[config.mk]
export PLATFORM = sky130hd
export DESIGN_NAME = single_wire_pad_poll_master_core
export DESIGN_NICKNAME = d
export VERILOG_FILES = /design/src/swppm_pkg.sv /design/src/single_wire_pad_poll_master_core.sv
export SDC_FILE = /design/constraint.sdc
export NUM_CORES = 1
export LEC_CHECK = 0
export ABC_AREA = 1
export BUFFER_PORTS_ARGS = -buffer_cell sky130_fd_sc_hd__buf_2
export CORE_ASPECT_RATIO = 0.6
export CORE_MARGIN = 5
export CORE_UTILIZATION = 35
export DETAILED_ROUTE_END_ITERATION = 6
export GPL_TIMING_DRIVEN = 0
export PLACE_DENSITY_LB_ADDON = 0.25
export SLEW_MARGIN = 20
export SYNTH_ARGS = -nofsm -noshare
export SYNTH_HDL_FRONTEND = slang
export SYNTH_SLANG_ARGS = --single-unit
[constraint.sdc]
create_clock -name clk -period 6.55 [get_ports clk]
set_input_delay 1.31 -clock clk [delete_from_list [all_inputs] [get_ports clk]]
set_output_delay 1.31 -clock clk [all_outputs]
set_load 0.05 [all_outputs]
[src/swppm_pkg.sv]
`timescale 1ns / 1ps
// Package for the single-wire pad poll master: link constants, register
// indexes, phase encoding and the result record. No dependencies.
package swppm_pkg;

  // Link geometry
  localparam int REPLY_BITS   = 64;
  localparam int COMMAND_BITS = 24;
  localparam int TICK_W       = 10;
  localparam int BITC_W       = 7;
  localparam int SEND_W       = 25;
  localparam int CMD_W        = 24;
  localparam int REPLY_W      = 64;
  localparam int PROBE_BITS   = 9;   // eight zero bits plus the stop bit

  // Beat layouts
  localparam int IN_W     = 3;
  localparam int IN_TW    = 8;
  localparam int RES_W    = 68;
  localparam int OUT_TW   = 72;
  localparam int CFG_IDXW = 3;
  localparam int CFG_W    = 24;

  // Masks derived from the link geometry
  localparam logic [CMD_W-1:0] CMD_MASK =
    CMD_W'((25'(1) << COMMAND_BITS) - 25'(1));
  localparam logic [REPLY_W-1:0] REPLY_MASK =
    (REPLY_BITS >= 64) ? {REPLY_W{1'b1}} : REPLY_W'((65'(1) << REPLY_BITS) - 65'(1));

  // Configuration register indexes
  typedef enum logic [CFG_IDXW-1:0] {
    CFG_POLL_COMMAND  = 3'd0,
    CFG_STOP_LEVEL    = 3'd1,
    CFG_SHORT_LOW     = 3'd2,
    CFG_LONG_LOW      = 3'd3,
    CFG_BIT_PERIOD    = 3'd4,
    CFG_SAMPLE_DELAY  = 3'd5,
    CFG_EDGE_TIMEOUT  = 3'd6
  } cfg_idx_t;

  // Transfer phase, one-hot
  typedef enum logic [4:0] {
    PH_IDLE   = 5'b00001,
    PH_SEND   = 5'b00010,
    PH_FALL   = 5'b00100,
    PH_SAMPLE = 5'b01000,
    PH_RISE   = 5'b10000
  } phase_t;

  // One result beat, last field in the lowest bits
  typedef struct packed {
    logic [REPLY_W-1:0] reply;
    logic               timed_out;
    logic               done_res;
    logic               busy_res;
    logic               drive_low;
  } res_t;

endpackage

[src/single_wire_pad_poll_master_core.sv]
`timescale 1ns / 1ps
// Top level of the single-wire pad poll master: per-tick link sequencer,
// result register and skid stage. Depends on swppm_pkg.
//
//  channel   dir  beat holds                                      handshake
//  s_*       in   one clock tick: start_req, mode, line_level     tvalid/tready
//  m_*       out  drive_low, busy_res, done_res, timed_out, reply tvalid/tready
//  cfg_*     in   register write (index, data)                    cfg_we only
//
// One beat in gives one beat out; a beat is accepted in every cycle in which
// s_tready is high, and the sequencer state and the result are registered at
// acceptance, the result into the output register or, if it is held, the skid stage.
// The skid stage takes one beat while m_tready is low, so s_tready stays high until
// it fills; it drops only when both the output register and the skid stage are full.
// rst is synchronous and clears the sequencer, the registers to their
// defaults and the valid flags of both result stages.
module single_wire_pad_poll_master_core (
  input  logic                              clk,
  input  logic                              rst,
  input  logic                              s_tvalid,
  output logic                              s_tready,
  // bit 0 start_req, bit 1 mode, bit 2 line_level, rest zero
  input  logic [swppm_pkg::IN_TW-1:0]       s_tdata,
  output logic                              m_tvalid,
  input  logic                              m_tready,
  // bit 0 drive_low, 1 busy_res, 2 done_res, 3 timed_out, 67:4 reply, rest zero
  output logic [swppm_pkg::OUT_TW-1:0]      m_tdata,
  input  logic                              cfg_we,
  input  logic [swppm_pkg::CFG_IDXW-1:0]    cfg_index,
  input  logic [swppm_pkg::CFG_W-1:0]       cfg_data
);

  // Configuration registers
  logic [swppm_pkg::CMD_W-1:0]  poll_command;
  logic                         stop_level;
  logic [swppm_pkg::TICK_W-1:0] short_low_ticks;
  logic [swppm_pkg::TICK_W-1:0] long_low_ticks;
  logic [swppm_pkg::TICK_W-1:0] bit_period_ticks;
  logic [swppm_pkg::TICK_W-1:0] sample_delay_ticks;
  logic [swppm_pkg::TICK_W-1:0] edge_timeout_ticks;

  // Sequencer state
  swppm_pkg::phase_t             phase, phase_next;
  logic [swppm_pkg::BITC_W-1:0]  bit_count, bit_count_next;
  logic [swppm_pkg::TICK_W-1:0]  tick_count, tick_count_next;
  logic [swppm_pkg::SEND_W-1:0]  send_shift, send_shift_next;
  logic [swppm_pkg::REPLY_W-1:0] receive_shift, receive_shift_next;
  logic                          active_mode, active_mode_next;

  // Result stages
  swppm_pkg::res_t res, out_reg, skid_reg;
  logic            skid_valid;

  logic in_start, in_mode, in_line;
  logic accept, out_pop;

  assign in_start = s_tdata[0];
  assign in_mode  = s_tdata[1];
  assign in_line  = s_tdata[2];

  assign s_tready = !skid_valid;
  assign accept   = s_tvalid && s_tready;
  assign out_pop  = m_tvalid && m_tready;
  assign m_tdata  = {{(swppm_pkg::OUT_TW - swppm_pkg::RES_W){1'b0}}, out_reg};

  // Configuration writes
  always_ff @(posedge clk) begin
    if (rst) begin
      poll_command       <= 24'd4195074;
      stop_level         <= 1'b1;
      short_low_ticks    <= 10'd16;
      long_low_ticks     <= 10'd48;
      bit_period_ticks   <= 10'd64;
      sample_delay_ticks <= 10'd32;
      edge_timeout_ticks <= 10'd255;
    end else if (cfg_we) begin
      unique case (cfg_index)
        swppm_pkg::CFG_POLL_COMMAND: poll_command       <= cfg_data;
        swppm_pkg::CFG_STOP_LEVEL:   stop_level         <= cfg_data[0];
        swppm_pkg::CFG_SHORT_LOW:    short_low_ticks    <= cfg_data[swppm_pkg::TICK_W-1:0];
        swppm_pkg::CFG_LONG_LOW:     long_low_ticks     <= cfg_data[swppm_pkg::TICK_W-1:0];
        swppm_pkg::CFG_BIT_PERIOD:   bit_period_ticks   <= cfg_data[swppm_pkg::TICK_W-1:0];
        swppm_pkg::CFG_SAMPLE_DELAY: sample_delay_ticks <= cfg_data[swppm_pkg::TICK_W-1:0];
        swppm_pkg::CFG_EDGE_TIMEOUT: edge_timeout_ticks <= cfg_data[swppm_pkg::TICK_W-1:0];
        default: ;
      endcase
    end
  end

  // One tick of the link sequencer
  always_comb begin
    logic [swppm_pkg::TICK_W-1:0] tc_inc;
    logic [swppm_pkg::TICK_W-1:0] low_len;
    logic [swppm_pkg::SEND_W-1:0] shifted;
    logic [swppm_pkg::BITC_W-1:0] bc_dec;
    logic                         tx_bit;
    logic                         drive, done, tmo;

    phase_next         = phase;
    bit_count_next     = bit_count;
    tick_count_next    = tick_count;
    send_shift_next    = send_shift;
    receive_shift_next = receive_shift;
    active_mode_next   = active_mode;
    drive = 1'b0;
    done  = 1'b0;
    tmo   = 1'b0;

    // start in idle loads the transfer; this tick is tick zero of bit one
    if (phase == swppm_pkg::PH_IDLE && in_start) begin
      active_mode_next = in_mode;
      tick_count_next  = '0;
      if (!in_mode) begin
        send_shift_next    = {poll_command & swppm_pkg::CMD_MASK, stop_level};
        bit_count_next     = swppm_pkg::BITC_W'(swppm_pkg::COMMAND_BITS + 1);
        receive_shift_next = '0;
      end else begin
        send_shift_next = {{(swppm_pkg::SEND_W-1){1'b0}}, stop_level};
        bit_count_next  = swppm_pkg::BITC_W'(swppm_pkg::PROBE_BITS);
      end
      phase_next = swppm_pkg::PH_SEND;
    end

    tc_inc  = tick_count_next + 10'd1;
    bc_dec  = (bit_count_next == '0) ? '0 : bit_count_next - 7'd1;
    shifted = send_shift_next >> bc_dec[4:0];
    tx_bit  = (bit_count_next != '0) && shifted[0];
    low_len = tx_bit ? short_low_ticks : long_low_ticks;

    unique case (phase_next)
      swppm_pkg::PH_SEND: begin
        drive = (tick_count_next < low_len);
        tick_count_next = tc_inc;
        if (tc_inc >= bit_period_ticks || bit_period_ticks <= 10'd1) begin
          tick_count_next = '0;
          bit_count_next  = bc_dec;
          if (bc_dec == '0) begin
            if (active_mode_next) begin
              phase_next = swppm_pkg::PH_IDLE;
              done       = 1'b1;
            end else begin
              phase_next     = swppm_pkg::PH_FALL;
              bit_count_next = swppm_pkg::BITC_W'(swppm_pkg::REPLY_BITS);
            end
          end
        end
      end
      swppm_pkg::PH_FALL: begin
        if (!in_line) begin
          phase_next      = swppm_pkg::PH_SAMPLE;
          tick_count_next = '0;
        end else begin
          tick_count_next = tc_inc;
          if (tc_inc >= edge_timeout_ticks) begin
            phase_next      = swppm_pkg::PH_IDLE;
            tick_count_next = '0;
            done            = 1'b1;
            tmo             = 1'b1;
          end
        end
      end
      swppm_pkg::PH_SAMPLE: begin
        tick_count_next = tc_inc;
        if (tc_inc >= sample_delay_ticks) begin
          receive_shift_next = {receive_shift_next[swppm_pkg::REPLY_W-2:0], in_line}
                               & swppm_pkg::REPLY_MASK;
          phase_next         = swppm_pkg::PH_RISE;
          tick_count_next    = '0;
        end
      end
      swppm_pkg::PH_RISE: begin
        if (in_line) begin
          tick_count_next = '0;
          bit_count_next  = bc_dec;
          if (bc_dec == '0) begin
            phase_next = swppm_pkg::PH_IDLE;
            done       = 1'b1;
          end else begin
            phase_next = swppm_pkg::PH_FALL;
          end
        end else begin
          tick_count_next = tc_inc;
          if (tc_inc >= edge_timeout_ticks) begin
            phase_next      = swppm_pkg::PH_IDLE;
            tick_count_next = '0;
            done            = 1'b1;
            tmo             = 1'b1;
          end
        end
      end
      swppm_pkg::PH_IDLE: ;
      default: phase_next = swppm_pkg::PH_IDLE;
    endcase

    res.drive_low = drive;
    res.busy_res  = (phase_next != swppm_pkg::PH_IDLE);
    res.done_res  = done;
    res.timed_out = tmo;
    res.reply     = receive_shift_next;
  end

  // Sequencer state advances once per accepted beat
  always_ff @(posedge clk) begin
    if (rst) begin
      phase         <= swppm_pkg::PH_IDLE;
      bit_count     <= '0;
      tick_count    <= '0;
      send_shift    <= '0;
      receive_shift <= '0;
      active_mode   <= 1'b0;
    end else if (accept) begin
      phase         <= phase_next;
      bit_count     <= bit_count_next;
      tick_count    <= tick_count_next;
      send_shift    <= send_shift_next;
      receive_shift <= receive_shift_next;
      active_mode   <= active_mode_next;
    end
  end

  // Output register with skid stage
  always_ff @(posedge clk) begin
    if (rst) begin
      m_tvalid   <= 1'b0;
      skid_valid <= 1'b0;
    end else if (skid_valid) begin
      if (out_pop) begin
        skid_valid <= 1'b0;
      end
    end else if (accept) begin
      if (!m_tvalid || out_pop) begin
        m_tvalid <= 1'b1;
      end else begin
        skid_valid <= 1'b1;
      end
    end else if (out_pop) begin
      m_tvalid <= 1'b0;
    end
  end

  always_ff @(posedge clk) begin
    if (skid_valid) begin
      if (out_pop) begin
        out_reg <= skid_reg;
      end
    end else if (accept) begin
      if (!m_tvalid || out_pop) begin
        out_reg <= res;
      end else begin
        skid_reg <= res;
      end
    end
  end

  // Checks
  a_skid_needs_out: assert property (@(posedge clk) disable iff (rst)
    skid_valid |-> m_tvalid)
    else $error("skid stage holds a beat while the output register is empty");

  a_tmo_with_done: assert property (@(posedge clk) disable iff (rst)
    m_tvalid |-> (!out_reg.timed_out || out_reg.done_res))
    else $error("timeout flagged without end of transfer");

  a_done_not_busy: assert property (@(posedge clk) disable iff (rst)
    m_tvalid |-> !(out_reg.done_res && out_reg.busy_res))
    else $error("end of transfer reported while still busy");

  a_idle_after_done: assert property (@(posedge clk) disable iff (rst)
    (accept && res.done_res) |=> (phase == swppm_pkg::PH_IDLE))
    else $error("sequencer not idle after end of transfer");

endmodule
==> results of run 1 <==
-- final cells by class --
| class | count | area [µm²] | area share |
|---|---|---|---|
| diodes | 1 | 2.50 | 0.000140 |
| plain buffers | 105 | 475 | 0.0265 |
| clock buffers | 48 | 976 | 0.0544 |
| clock inverters | 16 | 195 | 0.0109 |
| inverters | 336 | 1260 | 0.0705 |
| multi-input cells | 1200 | 5850 | 0.326 |
| flip-flops and latches | 325 | 7870 | 0.439 |
| well taps | 579 | 724 | 0.0404 |
| repair buffers | 106 | 583 | 0.0325 |
-- worst reg2reg max path, cell delays in order (launching register included) --
cell      delay [ns]
dfxtp_1         0.40
inv_2           0.09
nand4_4         0.15
buf_8           0.19
nand2_2         0.11
nor2_1          0.16
inv_1           0.07
nor2_1          0.19
nand2_1         0.12
nor3_1          0.29
nand2_1         0.14
nor2_1          0.14
mux2i_1         0.41
ha_1            0.34
nand2_1         0.07
a21oi_1         0.04
a211oi_1        0.17
o21ai_1         0.16
nand2_1         0.17
clkbuf_1        0.44
buf_2           0.38
a21oi_1         0.19
nand2_1         0.09
nand2_1         0.09
-- stage by stage --
step                      std cells  instance area [µm²]  utilization  hold WS (ns)  setup TNS [ns]
after floorplan                1966                15400            -         0.428               0
after global placement         2648                16700        0.384         0.441          -80.76
after detailed placement       2651                16800        0.385         0.451               0
after CTS                      2715                17900        0.412         0.459               0
after global routing           2715                17900        0.412         0.479               0
final                          2716                17900        0.412         0.464               0
-- kinds of logic after synthesis --
family          Yosys count  synth area share
xor+xnor                  5           0.00284
simple gates            685             0.183
other cells               1          0.000243
mux                       3           0.00195
buf+inv                 441             0.113
flops                   325             0.510
fa+ha+maj                36            0.0292
compound gates          467             0.160
-- cell usage after synthesis, types with 2 or more instances --
master    instances
nand2_1         388
inv_1           327
o21ai_0         214
nor2_1          201
a21oi_1         196
dfxtp_1         189
edfxtp_1        136
clkbuf_1         69
nand3_1          55
ha_1             36
buf_2            16
o211ai_1         14
a211oi_1         11
o21ai_2          11
buf_1             9
inv_2             9
nand2_2           9
o21ai_1           7
a31oi_1           5
buf_4             5
nand4_1           5
nor3_1            5
xor2_1            5
buf_6             4
nand2_4           4
nor4_1            4
mux2i_1           3
nand3_2           3
nor2_2            3
nor2_4            2
o221ai_1          2
o22ai_1           2
o31ai_1           2
-- how the worst max path moves through the flow --
stage / from / endpoint / slack [ns] / cells after the start
5_1_grt: s_tdata[0] / m_tdata[17] / 0.91 / 23
6_report: s_tdata[0] / m_tdata[17] / 1.29 / 23
4_1_cts: s_tdata[0] / m_tdata[17] / 1.33 / 23
3_3_place_gp: s_tvalid / m_tdata[26] / -1.20 / 7
3_5_place_dp: s_tdata[0] / m_tdata[17] / 0.76 / 23
2_1_floorplan: s_tvalid / m_tdata[0] / 1.17 / 6
-- power by group --
part           leakage (nW)  total [mW]  switching, mW  internal [mW]
clock                 0.574        2.05          0.844           1.21
combinational          4.85       0.977          0.714          0.263
sequential             2.86        2.28         0.0367           2.25
-- layer usage --
layer | track usage | wire [µm]
met1 | 0.285 | 22400
met5 | 0 | 0
met4 | 0.0298 | 555
met3 | 0.0341 | 3420
met2 | 0.246 | 17500
==> qor.yml, run 1 <==
route:
  wl_per_cell_um: 16.2
  drt-initial-drc-count: 1423
  vias: 13336
  via_per_inst: 4.91
  postRouteAntennaNets: 0
  drc_errors: 1
  first_pass_iters: 7
  wl_um: 43900
global_routing:
  grt_usage: 0.177
  grt_pass1_wl_um: 69300
  grt_pass1_vias: 12293
  grt_max_degree: 43
  antenna_found_initial: 0
  grt_overflow_total: 0
yosys:
  synth-seq-cells: 325
  synth_ff_type: "dfxtp_1"
  avgSynthCellArea_um2: 7.86
  ys_types: 45
  yosys_warnings: 0
  ys_seq_area_frac: 0.510
  syn_area_mm2: 0.0154
  synth-async-reset-ratio: 0
  synth_top_cell_by_area: "edfxtp_1"
  synthDominantCellAreaShare: 0.265
  synthTopCellsByArea: "edfxtp_1 (26%), dfxtp_1 (25%), nand2_1 (9.4%)"
  synthCells: 1963
  synth_edf_count: 136
final_layout:
  area_growth_pct: 16.2
  layout_common_cells: "nand2_1 (388), inv_1 (326), o21ai_0 (214)"
  fillers: 4395
  final_layout_size_suffix_gt1_frac: 0.110
  final_common_cell: "nand2_1"
  final_net_count: 2185
pwr:
  p_leak_nw: 8.29
  irDropWorstVdd_uv: 134
  pwr_density_cell_mw_per_mm2: 296
  p_total_mw: 5.31
setup_path:
  crit_type: "in2reg"
  cp_slowest_cell: "clkbuf_1"
  crit_chain: "buf_2 -> nand4_4 -> buf_8 -> nand2_2 -> nor2_1 -> inv_1 -> nor2_1 -> nand2_1 -> nor3_1 -> nand2_1 -> nor2_1 -> mux2i_1 -> ha_1 -> nand2_1 -> a21oi_1 -> a211oi_1 -> o21ai_1 -> nand2_1 -> clkbuf_1 -> buf_2 -> a21oi_1 -> nand2_1 -> nand2_1"
  reg2reg_slack_ns: 1.70
  cp_top_family: "simple AND/OR/NAND/NOR gates"
  critPathBufInv: 5
  worstPathMaxFanout: 10
  rr_endpoint: "m_tdata[17]"
  required_ns: 6.81
  worst_path_most_repeated_cell: "nand2_1"
  crit_path_start_kind: "input port"
  cp_slowest_stage_delay_ns: 0.44
  r2r_start: "phase[4]"
  critPathCaptureType: "flop"
  r2r_cells: 23
  cp.arrival_ns: 5.53
sta:
  tightest_slew_ns: 0.763
  min_period_ns: 5.26
  finalMaxSlewViolations: 0
  post-route-period-util: 0.804
  rsz0062_at_grt: "no"
  hold_viol: 0
  relSlewSlack: 0.478
  setup_viol: 0
  finClkSkew_ns: 0.0216
  fmax_mhz: 190
  setup_ws_ns: 1.29
floorplan:
  die-area_mm2: 0.0485
  die_w_um: 281
  start_util: 0.355
  io_pins: 114
  rows: 59
  coreArea_mm2: 0.0435
  die_y_um: 173
clocking:
  cts_made_buffers: 35
  cts_buffer_depth: 3
  cts_resized: 0
  clock-sinks: 325
  clock_tree.root_cell: "clkbuf_16"
  postCtsSetupRepairBufs: 0
  htree_levels: 2
  clock_latency_ns: 0.54
  path_clk_slew_ns: 0.06
  cts_tree: "done"
  cts_hold_buffers: 0
outcome:
  status: "complete, but fails checks"
  violations: "design-rule violations"
place:
  routabilityCongestion: 0.906
  hpwl_um: 32300
  pre_cts_ws_ns: 0.762
  port_buffers: 103
worst_hold_path:
  holdPathEnd: "short_low_ticks[0]"
  min_from: "short_low_ticks[0]"
  hold_path_class: "reg2reg"
  holdPathStages: 2
job:
  maxCapViolations: 0
Note: power is estimated with default switching activity, not from simulation.
==> run 2: changes to the inputs <==
==> constraint.sdc (replaced) <==
create_clock -name clk -period 4.8 [get_ports clk]
set_input_delay 0.96 -clock clk [delete_from_list [all_inputs] [get_ports clk]]
set_output_delay 0.96 -clock clk [all_outputs]
set_load 0.05 [all_outputs]
==> qor.yml, run 2 (synthesis results as in run 1) <==
clocking:
  htree_levels: 2  # unchanged
  clock_latency_ns: 0.53  # about the same
  cts_hold_buffers: 0  # unchanged
  cts_buffer_depth: 3  # unchanged
  clock_tree.root_cell: "clkbuf_16"
  clock-sinks: 325  # unchanged
  path_clk_slew_ns: 0.06  # about the same
  cts_tree: "done"
  cts_made_buffers: 35  # unchanged
floorplan:
  die_w_um: 281  # unchanged
  die-area_mm2: 0.0485  # unchanged
  start_util: 0.355  # unchanged
  die_y_um: 173  # unchanged
  io_pins: 114  # unchanged
  rows: 59  # unchanged
  coreArea_mm2: 0.0435  # unchanged
final_layout:
  area_growth_pct: 16.1  # about the same
  utilization: 0.412  # about the same
  final_net_count: 2186  # +0.046%
  design_area_mm2: 0.0179  # about the same
  n_antenna_cell: 0  # -1
  fin_cells: 2716  # unchanged
  final_common_cell: "nand2_1"
  layout_common_cells: "nand2_1 (387), inv_1 (326), o21ai_0 (214)"
  final_layout_size_suffix_gt1_frac: 0.115  # +0.00510
setup_path:
  reg2reg_slack_ns: 0.26  # -1.44 ns
  crit_path_start_kind: "input port"
  r2r_start: "phase[3]"
  crit_type: "in2reg"
  worstPathMaxFanout: 10  # unchanged
  rr_endpoint: "m_tdata[0]"
  cp.arrival_ns: 4.95  # -0.58 ns
  r2r_cells: 24  # +4.3%
  critPathCaptureType: "flop"
  required_ns: 5.15  # -1.66 ns
place:
  postPlaceCellArea_mm2: 0.0168  # unchanged
  routabilityCongestion: 0.900  # -0.71%
  port_buffers: 103  # unchanged
  dp.cells: 2651  # unchanged
  hpwl_um: 32200  # -0.32%
global_routing:
  grt_max_degree: 43  # unchanged
  grt_overflow_total: 0  # unchanged
  grt_pass1_wl_um: 68800  # -0.70%
  grt_pass1_vias: 12109  # -1.5%
  grt_usage: 0.175  # -0.00205
  antenna_found_initial: 0  # unchanged
worst_hold_path:
  min_from: "short_low_ticks[0]"
  holdPathEnd: "short_low_ticks[0]"
  hold_path_class: "reg2reg"
  holdPathStages: 2  # unchanged
pwr:
  p_leak_nw: 8.30  # +0.11%
  seq_power_share: 0.441  # +0.011
  irDropWorstVdd_uv: 211  # +58%
  internal_power_mw: 4.90  # +32%
  switching_share: 0.307  # +0.00669
  p_clk_frac: 0.368  # -0.018
  pwr_density_cell_mw_per_mm2: 394  # +33%
  p_comb_frac: 0.191  # +0.007
  power_switching_mw: 2.17  # +36%
route:
  postRouteAntennaNets: 0  # unchanged
  wl_um: 44200  # +0.75%
  drt-initial-drc-count: 1382  # -2.9%
  first_pass_iters: 5  # -2
  via_per_inst: 4.91  # about the same
  wl_per_cell_um: 16.3  # +0.75%
  vias: 13344  # +0.060%
  drc_errors: 0  # -1
sta:
  hold_viol: 0  # unchanged
  finClkSkew_ns: 0.0206  # -0.000985 ns
  relSlewSlack: 0.500  # +0.0217
  setup_viol: 0  # unchanged
  tightest_slew_ns: 0.750  # -0.0128 ns
  fmax_mhz: 217
  post-route-period-util: 0.959
  finalMaxSlewViolations: 0  # unchanged
  min_period_ns: 4.60
outcome:
  status: "completed"
job:
  maxCapViolations: 0  # unchanged
run 2: cell types whose count changed in the layout (fill, tap and decap cells not counted), sizes merged:
| cell | previous run | this run |
|---|---|---|
| clkbuf | 118 | 126 |
| clkinv | 10 | 9 |
| diode | 1 | 0 |
| clkinvlp | 1 | 0 |
| buf | 141 | 137 |
| bufinv | 4 | 0 |
| inv | 337 | 340 |
run 2: layer usage:
layer	vias to the layer above	track usage	routed length, µm
met1	6286	0.283	22800
met3	45	0.0309	3250
met5	-	0	0
met4	0	0.0290	550
li1	6605	-	-
met2	408	0.244	17600
run 2: final cells by class:
cell class / count / area (µm²)
plain buffers: 105 / 494
repair buffers: 107 / 591
fillers: 4423 / 25600
well taps: 579 / 724
clock inverters: 13 / 76.3
inverters: 336 / 1270
flip-flops and latches: 325 / 7870
clock buffers: 51 / 1010
multi-input cells: 1200 / 5900
run 2: how the worst max path moves through the flow:
stage	slack, ns	cells past startpoint	to	from
2_1_floorplan	0.73	27	m_tdata[0]	s_tdata[0]
3_3_place_gp	-0.92	7	m_tdata[29]	s_tvalid
3_5_place_dp	-0.71	23	m_tdata[17]	s_tdata[0]
4_1_cts	0.05	24	m_tdata[23]	s_tdata[0]
5_1_grt	-0.00002	26	bit_count[0]	s_tdata[0]
6_report	0.20	28	m_tdata[0]	s_tdata[0]
run 2: repair_timing:
action | in CTS | in global routing
endpoints found under the hold margin | 0 | 0
setup endpoints to repair | 23 | 207
gates resized for setup | 3 | 21
setup buffers | 0 | 1
run 2: critical path, stage by stage:
cell and delay (ns):
buf_2 0.12, nand4_4 0.14, buf_8 0.19, nand2_2 0.09, inv_4 0.12, buf_4 0.21
ha_1 0.23, nand2_1 0.08, nor2_2 0.16, nand2_4 0.12, nand2_4 0.10, buf_6 0.15
nand2_1 0.06, nand3_1 0.12, nand3_1 0.10, nand3_1 0.12, nand3_2 0.13, nand2_4 0.14
buf_2 0.23, a21oi_1 0.13, ha_1 0.32, a21oi_1 0.13, nor2_1 0.06, a211oi_1 0.19
nand2_1 0.10, nand2_1 0.06, nand2_1 0.15, a21oi_1 0.23
run 2: through the flow:
stage	total power, mW	hold WS (ns)	setup WS [ns]	setup TNS [ns]
2_1_floorplan	4.12	0.428	0.733	0
3_3_place_gp	4.47	0.440	-0.923	-170.05
3_5_place_dp	4.50	0.446	-0.712	-91.87
4_1_cts	7.11	0.457	0.0464	0
5_1_grt	7.40	0.468	-0.0000187	-0.0000187
6_report	7.06	0.457	0.198	0
run 2: power groups by stage:
stage / logic [mW] / registers [mW] / clock network, mW
after floorplan: 0.754 / 3.37 / 0
after global placement: 1.29 / 3.18 / 0
after detailed placement: 1.32 / 3.18 / 0
after CTS: 1.33 / 3.12 / 2.66
after global routing: 1.49 / 3.13 / 2.78
final: 1.35 / 3.12 / 2.60
